## src/hw/rtl/dlrs_pkg.sv

```systemverilog
`timescale 1ns / 1ps
// ----------------------------------------------------------------------------
// Decimal LSD radix sort package
// Shared defaults, request codes and small types of the decimal radix sorter.
// ----------------------------------------------------------------------------
package dlrs_pkg;

  localparam int MAX_ELEMENTS_DEF = 1024;
  localparam int VALUE_BITS_DEF   = 31;
  localparam int RADIX            = 10;
  localparam int DIGIT_BITS       = 4;

  // Request kinds carried in the input tuser bit.
  localparam logic REQ_LOAD  = 1'b0;
  localparam logic REQ_FETCH = 1'b1;

  typedef logic [DIGIT_BITS-1:0] digit_t;

endpackage

```

## src/hw/rtl/dlrs_bcd_conv.sv

```systemverilog
`timescale 1ns / 1ps
// ----------------------------------------------------------------------------
// Binary to BCD converter
// Iterative shift-and-add-3 unit: one input bit per cycle, VALUE_BITS steps.
// ----------------------------------------------------------------------------
module dlrs_bcd_conv #(
  parameter int VALUE_BITS = dlrs_pkg::VALUE_BITS_DEF,
  parameter int BCD_BITS   = 40
) (
  input  logic                  clk_i,
  input  logic                  rst_ni,
  input  logic                  start_i,
  input  logic [VALUE_BITS-1:0] bin_i,
  output logic                  done_o,
  output logic [BCD_BITS-1:0]   bcd_o
);

  localparam int STEP_W  = $clog2(VALUE_BITS + 1);
  localparam int NIBBLES = BCD_BITS / dlrs_pkg::DIGIT_BITS;

  logic                  busy_q, busy_d;
  logic [STEP_W-1:0]     step_q, step_d;
  logic [VALUE_BITS-1:0] bin_q, bin_d;
  logic [BCD_BITS-1:0]   bcd_q, bcd_d;
  logic [BCD_BITS-1:0]   adj;

  // Every digit of five or more gets three added before the shift.
  always_comb begin
    adj = bcd_q;
    for (int n = 0; n < NIBBLES; n++) begin
      if (bcd_q[4*n +: 4] >= 4'd5) begin
        adj[4*n +: 4] = bcd_q[4*n +: 4] + 4'd3;
      end
    end
  end

  always_comb begin
    busy_d = busy_q;
    step_d = step_q;
    bin_d  = bin_q;
    bcd_d  = bcd_q;
    if (start_i) begin
      busy_d = 1'b1;
      step_d = STEP_W'(VALUE_BITS);
      bin_d  = bin_i;
      bcd_d  = '0;
    end else if (busy_q && (step_q != '0)) begin
      step_d = step_q - STEP_W'(1);
      bin_d  = {bin_q[VALUE_BITS-2:0], 1'b0};
      bcd_d  = {adj[BCD_BITS-2:0], bin_q[VALUE_BITS-1]};
    end else if (busy_q) begin
      busy_d = 1'b0;
    end
  end

  always_ff @(posedge clk_i or negedge rst_ni) begin
    if (!rst_ni) begin
      busy_q <= 1'b0;
      step_q <= '0;
    end else begin
      busy_q <= busy_d;
      step_q <= step_d;
    end
  end

  always_ff @(posedge clk_i) begin
    bin_q <= bin_d;
    bcd_q <= bcd_d;
  end

  assign done_o = busy_q && (step_q == '0);
  assign bcd_o  = bcd_q;

endmodule

```

## config.mk

```make
export PLATFORM = sky130hd
export DESIGN_NAME = dlrs_bcd_conv
export DESIGN_NICKNAME = d
export VERILOG_FILES = /design/src/hw/rtl/dlrs_pkg.sv /design/src/hw/rtl/dlrs_bcd_conv.sv
export SDC_FILE = /design/constraint.sdc
export NUM_CORES = 1
export LEC_CHECK = 0
export ABC_AREA = 1
export BUFFER_PORTS_ARGS = -buffer_cell sky130_fd_sc_hd__buf_2
export CAP_MARGIN = 20
export CORE_ASPECT_RATIO = 0.8
export CORE_MARGIN = 2
export CORE_UTILIZATION = 50
export DETAILED_ROUTE_END_ITERATION = 8
export PLACE_DENSITY = 0.76
export SKIP_CTS_REPAIR_TIMING = 1
export SYNTH_ARGS = -nofsm -noshare
export SYNTH_HDL_FRONTEND = slang
export SYNTH_SLANG_ARGS = --single-unit
```

## constraint.sdc

```tcl
create_clock -name clk_i -period 1.4 [get_ports clk_i]
set_clock_uncertainty 0.05 [all_clocks]
set_input_delay 0.28 -clock clk_i [delete_from_list [all_inputs] [get_ports clk_i]]
set_output_delay 0.28 -clock clk_i [all_outputs]
set_load 0.05 [all_outputs]
```

==> results of run 1 <==
-- cells by family after synthesis --
family                     count (synthesis)  share of synthesized area
adders and majority gates                 21                     0.0653
DFF                                       77                      0.468
buffers and inverters                     78                     0.0821
and+or+nand+nor                          317                      0.331
AOI/OAI and AO/OA                         43                     0.0535
-- metal layers --
layer  up-vias  routed length [µm]  GRT usage
met5         -                   0          0
met4         0                 114     0.0516
met2        94                4840      0.335
met1      1723                4300      0.266
met3        10                 617     0.0528
li1       1889                   -          -
-- state kept, by name, summed over array words and instances, names as in the netlist --
signal / flops
bcd_o: 40
bin_q: 31
step_q: 5
busy_q: 1
-- worst reg2reg max path: cells and delay by family (launching register included) --
kind / cells / cell delay, ns
AND/OR/NAND/NOR: 5 / 0.59
adder cells (fa/ha/maj): 1 / 0.17
flip-flops: 1 / 0.34
buffers and inverters: 2 / 0.27
-- Yosys cell counts --
library cell / count / area, µm²
buf_2: 9 / 45.0
nor2_1: 1 / 3.75
or2_2: 10 / 62.6
nand2_4: 2 / 22.5
nor2_4: 1 / 11.3
nand2_1: 255 / 957
buf_1: 2 / 7.51
o21ai_1: 10 / 50.1
nand4_1: 2 / 12.5
nand3_1: 33 / 165
nand3b_1: 10 / 75.1
nand3_2: 1 / 10.0
edfxtp_1: 31 / 931
dfrtp_1: 6 / 150
a21oi_1: 10 / 50.1
buf_6: 3 / 33.8
buf_4: 1 / 7.51
inv_2: 2 / 7.51
nor2_2: 1 / 6.26
ha_1: 21 / 263
dfxtp_1: 40 / 801
clkbuf_1: 3 / 11.3
o21ai_0: 23 / 115
nor4_1: 1 / 6.26
inv_1: 58 / 218
-- metrics by stage --
stage / worst slack, ns / hold slack, ns / area [µm²]
after floorplan: -0.0474 / -0.0656 / 4140
after global placement: 0.00109 / 0.0679 / 4720
after detailed placement: 0.00449 / 0.0722 / 4720
after CTS: -0.383 / -0.300 / 4880
after global routing: -0.309 / 0.152 / 5270
final: -0.249 / 0.149 / 5270
-- power by group through the flow --
stage	Sequential, mW	Clock (mW)	Combinational [mW]
after global routing	2.51	1.53	0.689
after CTS	2.50	1.43	0.544
after floorplan	2.58	0	0.311
final	2.50	1.41	0.617
after global placement	2.54	0	0.520
after detailed placement	2.55	0	0.542
-- worst paths after layout --
| path | from | end | slack (ns) |
|---|---|---|---|
| setup / recovery | step_q[0] | done_o | -0.25 |
| hold / removal | bin_i[0] | bin_q[0] | 0.15 |
| setup reg to reg | step_q[0] | bcd_o[21] | -0.08 |
| hold reg to reg | bin_q[30] | bcd_o[0] | 0.42 |
| max in group asynchronous | rst_ni | busy_q | 0.89 |
| min in group asynchronous | rst_ni | step_q[2] | 0.25 |
-- layout make-up --
class | instances | area share
tap | 108 | 0.0257
inverter | 60 | 0.0442
clock inverter | 3 | 0.00261
clock buffer | 13 | 0.0264
multi-input combinational | 382 | 0.370
timing repair buffer | 103 | 0.159
sequential | 77 | 0.372
==> results.json, run 1 <==
{
  "avgSynthCellArea_um2": 7.50,
  "regArea_mm2": 0.00196,
  "power_frac_seq": 0.552,
  "synthCells": 536,
  "vias_per_cell": 4.98,
  "synth_fp_nets": 591,
  "cpPeakStageDelay_ns": 0.38,
  "yosysSeqAreaShare": 0.468,
  "finish.utilization": 0.669,
  "cts_sinks": 77,
  "dp_hpwl_um": 6390,
  "drt-initial-drc-count": 225,
  "multi_input_comb_area_mm2": 0.00195,
  "die_y_um": 84.2,
  "antenna_left": 0,
  "required_ns": 1.07,
  "netlist_area_mm2": 0.00402,
  "vias": 3716,
  "slew_headroom": 0.802,
  "area_growth_pct": 30.9,
  "power_density_mw_per_mm2": 859,
  "drive_gt1_frac": 0.279,
  "grt_pass1_vias": 3252,
  "core_mm2": 0.00787,
  "yosys_warnings": 0,
  "first_pass_iters": 5,
  "critPathBufInv": 2,
  "maxCapViolations": 0,
  "p_int_mw": 3.34,
  "antenna_found_initial": 0,
  "ios": 75,
  "max_clock_freq_ghz": 0.606,
  "leakagePower_nw": 2.59,
  "rsz0062_at_grt": "true",
  "synth-seq-cells": 77,
  "grt_max_degree": 32,
  "die_w_um": 104,
  "clock_latency_ns": 0.35,
  "switching_share": 0.261,
  "cp-start-kind": "flip-flop",
  "route.detailed.drc": 0,
  "ys_types": 25,
  "start_util": 0.511,
  "endpoint_kind": "output port",
  "cts_tree": "built",
  "final.fill_count": 647,
  "hold_class": "primary input to flip-flop",
  "worstSetupPathType": "flip-flop to output port",
  "grt_first_pass_wirelength_um": 14500,
  "port_buffers": 74,
  "dp_cells": 718,
  "grt_usage": 0.202,
  "worstHoldPathCells": 3,
  "antenna_cells": 0,
  "r2r_cells": 8,
  "cpLargestDelayFamily": "flip-flops",
  "root_buffer": "clkbuf_8",
  "hold_viol": 0,
  "gp_congestion": 0.860,
  "final.setup.tns_ns": -2.15,
  "violations": "negative setup slack",
  "final_max_slew_viol_count": 0,
  "p_sw_mw": 1.18,
  "clkTransAtPathRegs_ns": 0.07,
  "period_share": 1.18,
  "worst_slack_ns": -0.249,
  "dieArea_mm2": 0.00878,
  "power.clock.fraction": 0.312,
  "final_cell_mix": "251 x nand2_1, 60 x buf_2, 52 x inv_1",
  "routed_wl_um": 9870,
  "crit_chain": "inv_2 > ha_4 > nand3_4 > nor2_4 > buf_8",
  "wl_per_cell_um": 13.2,
  "layoutNonFillerInstCount": 746,
  "cts_buffers": 9,
  "layout_commonest_cell": "nand2_1",
  "cpMaxStageDelayCell": "dfrtp_1",
  "crit_fanout": 3,
  "status": "complete, but fails checks",
  "tightest_slew_ns": 0.296,
  "htree_levels": 3,
  "setup_viol": 58,
  "nets": 688,
  "irDropWorstVdd_mv": 0.508,
  "overflow": 0,
  "post-route-min-period_ns": 1.65,
  "cts.path.max_buffers": 2,
  "arrival_ns": 1.32,
  "pwr-share-comb": 0.136,
  "cp.depth": 5,
  "total_power_mw": 4.53,
  "core.rowCount": 29
}
No activity file was read; power rests on OpenSTA's default activity.
==> run 2: changes to the inputs <==
--- a/config.mk
+++ b/config.mk
@@ -8,7 +8,6 @@
 export ABC_AREA = 1
 export BUFFER_PORTS_ARGS = -buffer_cell sky130_fd_sc_hd__buf_2
 export CAP_MARGIN = 20
-export CORE_ASPECT_RATIO = 0.8
 export CORE_MARGIN = 2
 export CORE_UTILIZATION = 50
 export DETAILED_ROUTE_END_ITERATION = 8
==> run 2 against run 1 <==
Net effect: the run still ends with negative setup slack left; count of clock-buffer cells in the layout decreased by 4; via count is 2.8% lower; power up 3.4%; global-route usage grew 0.27 points; routed wire length shrank 8.8%; sequential share of layout area rose by 1.0 points; largest cell class unchanged; worst setup slack better by 0.010 ns; sequential power barely moved; final cell count fell by 1.3%; critical endpoint unchanged; cell area fell by 2.8%; largest power group unchanged; non-clock buffer count decreased by 4.
==> results.json, run 2 (synthesis gave the netlist of run 1 again) <==
{
  "violations": "negative setup slack",
  "largest_reg_flops": 40,
  "ios": 75,
  "htree_levels": 3,
  "arrival_ns": 1.31,
  "clock_latency_ns": 0.35,
  "setup_viol": 65,
  "die_w_um": 93.7,
  "reg2reg_from": "step_q[0]",
  "power.clock.fraction": 0.338,
  "power_density_mw_per_mm2": 914,
  "grt_first_pass_wirelength_um": 14500,
  "cp-start-kind": "flip-flop",
  "hp-start": "bin_i[11]",
  "critPathBufInv": 2,
  "endpoint_kind": "output port",
  "maxCapViolations": 0,
  "layoutNonFillerInstCount": 736,
  "grt_max_degree": 26,
  "multi_input_comb_area_mm2": 0.00188,
  "cpPeakStageDelay_ns": 0.39,
  "core.rowCount": 32,
  "max_clock_freq_ghz": 0.610,
  "irDropWorstVdd_mv": 0.626,
  "area_growth_pct": 27.3,
  "port_buffers": 74,
  "route.detailed.drc": 0,
  "pwr-share-comb": 0.129,
  "worst_slack_ns": -0.239,
  "final.fill_count": 685,
  "regArea_mm2": 0.00196,
  "drt-initial-drc-count": 222,
  "wl_per_cell_um": 12.2,
  "cts_sinks": 77,
  "leakagePower_nw": 2.54,
  "dieArea_mm2": 0.00878,
  "grt_pass1_vias": 3448,
  "crit_chain": "inv_2 > ha_4 > nand3_4 > nor2_4 > buf_6",
  "cts_buffers": 9,
  "final.setup.tns_ns": -7.07,
  "layout_commonest_cell": "nand2_1",
  "crit_fanout": 3,
  "clkTransAtPathRegs_ns": 0.10,
  "antenna_found_initial": 0,
  "slew_headroom": 0.831,
  "dp_hpwl_um": 6140,
  "final_max_slew_viol_count": 0,
  "dp_cells": 710,
  "final_cell_mix": "255 x nand2_1, 59 x buf_2, 56 x inv_1",
  "drive_gt1_frac": 0.248,
  "cpLargestDelayFamily": "flip-flops",
  "nets": 684,
  "power_frac_seq": 0.533,
  "hold_viol": 0,
  "vias": 3613,
  "switching_share": 0.278,
  "cts_tree": "built",
  "worstSetupPathType": "flip-flop to output port",
  "cpMaxStageDelayCell": "dfrtp_1",
  "p_int_mw": 3.38,
  "start_util": 0.518,
  "status": "complete, but fails checks",
  "period_share": 1.17,
  "post-route-min-period_ns": 1.64,
  "routed_wl_um": 9000,
  "first_pass_iters": 4,
  "overflow": 0,
  "antenna_left": 0,
  "antenna_cells": 0,
  "root_buffer": "clkbuf_8",
  "grt_usage": 0.205,
  "p_sw_mw": 1.30,
  "cp-startpoint": "step_q[0]",
  "die_y_um": 93.7,
  "core_mm2": 0.00777,
  "gp_congestion": 0.809,
  "required_ns": 1.07,
  "vias_per_cell": 4.91,
  "tightest_slew_ns": 0.251,
  "hold_class": "primary input to flip-flop",
  "rsz0062_at_grt": "true",
  "cts.path.max_buffers": 2
}
==> run 2: cell types whose count changed in the layout (fill, tap and decap cells not counted), moves of 4 or more <==
| cell | previous run | this run |
|---|---|---|
| a21oi_1 | 5 | 9 |
| a21oi_2 | 5 | 1 |
| clkbuf_1 | 4 | 0 |
| inv_1 | 52 | 56 |
| inv_2 | 7 | 3 |
| nand2_1 | 251 | 255 |
| nand3_1 | 29 | 33 |
==> run 2: worst paths after layout <==
kind | to | slack, ns | cells past startpoint
worst max-delay path | done_o | -0.24 | 5
worst min-delay path | bin_q[11] | 0.14 | 3
worst max register to register | bin_q[30] | -0.14 | 7
worst min register to register | bcd_o[0] | 0.40 | 2
max in group asynchronous | step_q[4] | 0.92 | 2
min in group asynchronous | step_q[1] | 0.23 | 2
==> run 2: cell type report <==
cell class | count | share of cell area
Sequential cell | 77 | 0.382
Multi-Input combinational cell | 382 | 0.367
Timing Repair Buffer | 99 | 0.145
Inverter | 60 | 0.0455
Tap cell | 102 | 0.0249
Clock buffer | 9 | 0.0242
Clock inverter | 7 | 0.0115
==> run 2: metrics by stage <==
stage	hold WS, ns	setup WS, ns	cell area (µm²)	util	power (mW)
after floorplan	-0.0656	-0.0474	4140	-	2.89
after global placement	0.0576	0.0242	4690	0.604	3.06
after detailed placement	0.0617	-0.0135	4690	0.604	3.08
after CTS	-0.322	-0.390	4870	0.627	4.66
after global routing	0.142	-0.317	5120	0.659	4.89
final	0.143	-0.239	5120	0.659	4.68
==> run 2: metal layers <==
| metal | GRT usage | share of wire | routed length (µm) | vias up |
|---|---|---|---|---|
| li1 | - | - | - | 1879 |
| met1 | 0.246 | 0.44 | 3970 | 1646 |
| met2 | 0.358 | 0.50 | 4480 | 76 |
| met3 | 0.0369 | 0.044 | 400 | 12 |
| met4 | 0.0894 | 0.016 | 146 | 0 |
| met5 | 0 | 0 | 0 | - |
==> run 2: worst register-to-register path, delay by kind of cell (launching register included) <==
family	cells	cell delay, ns
buf+inv	3	0.43
flops	1	0.39
simple gates	3	0.29
fa+ha+maj	1	0.16
==> run 2: power groups by stage <==
stage               Sequential (mW)  Combinational (mW)  Clock, mW
floorplan                      2.58               0.311          0
global placement               2.54               0.516          0
CTS                            2.49               0.539       1.63
global route                   2.51               0.678       1.69
detailed placement             2.54               0.536          0
finish                         2.50               0.606       1.58
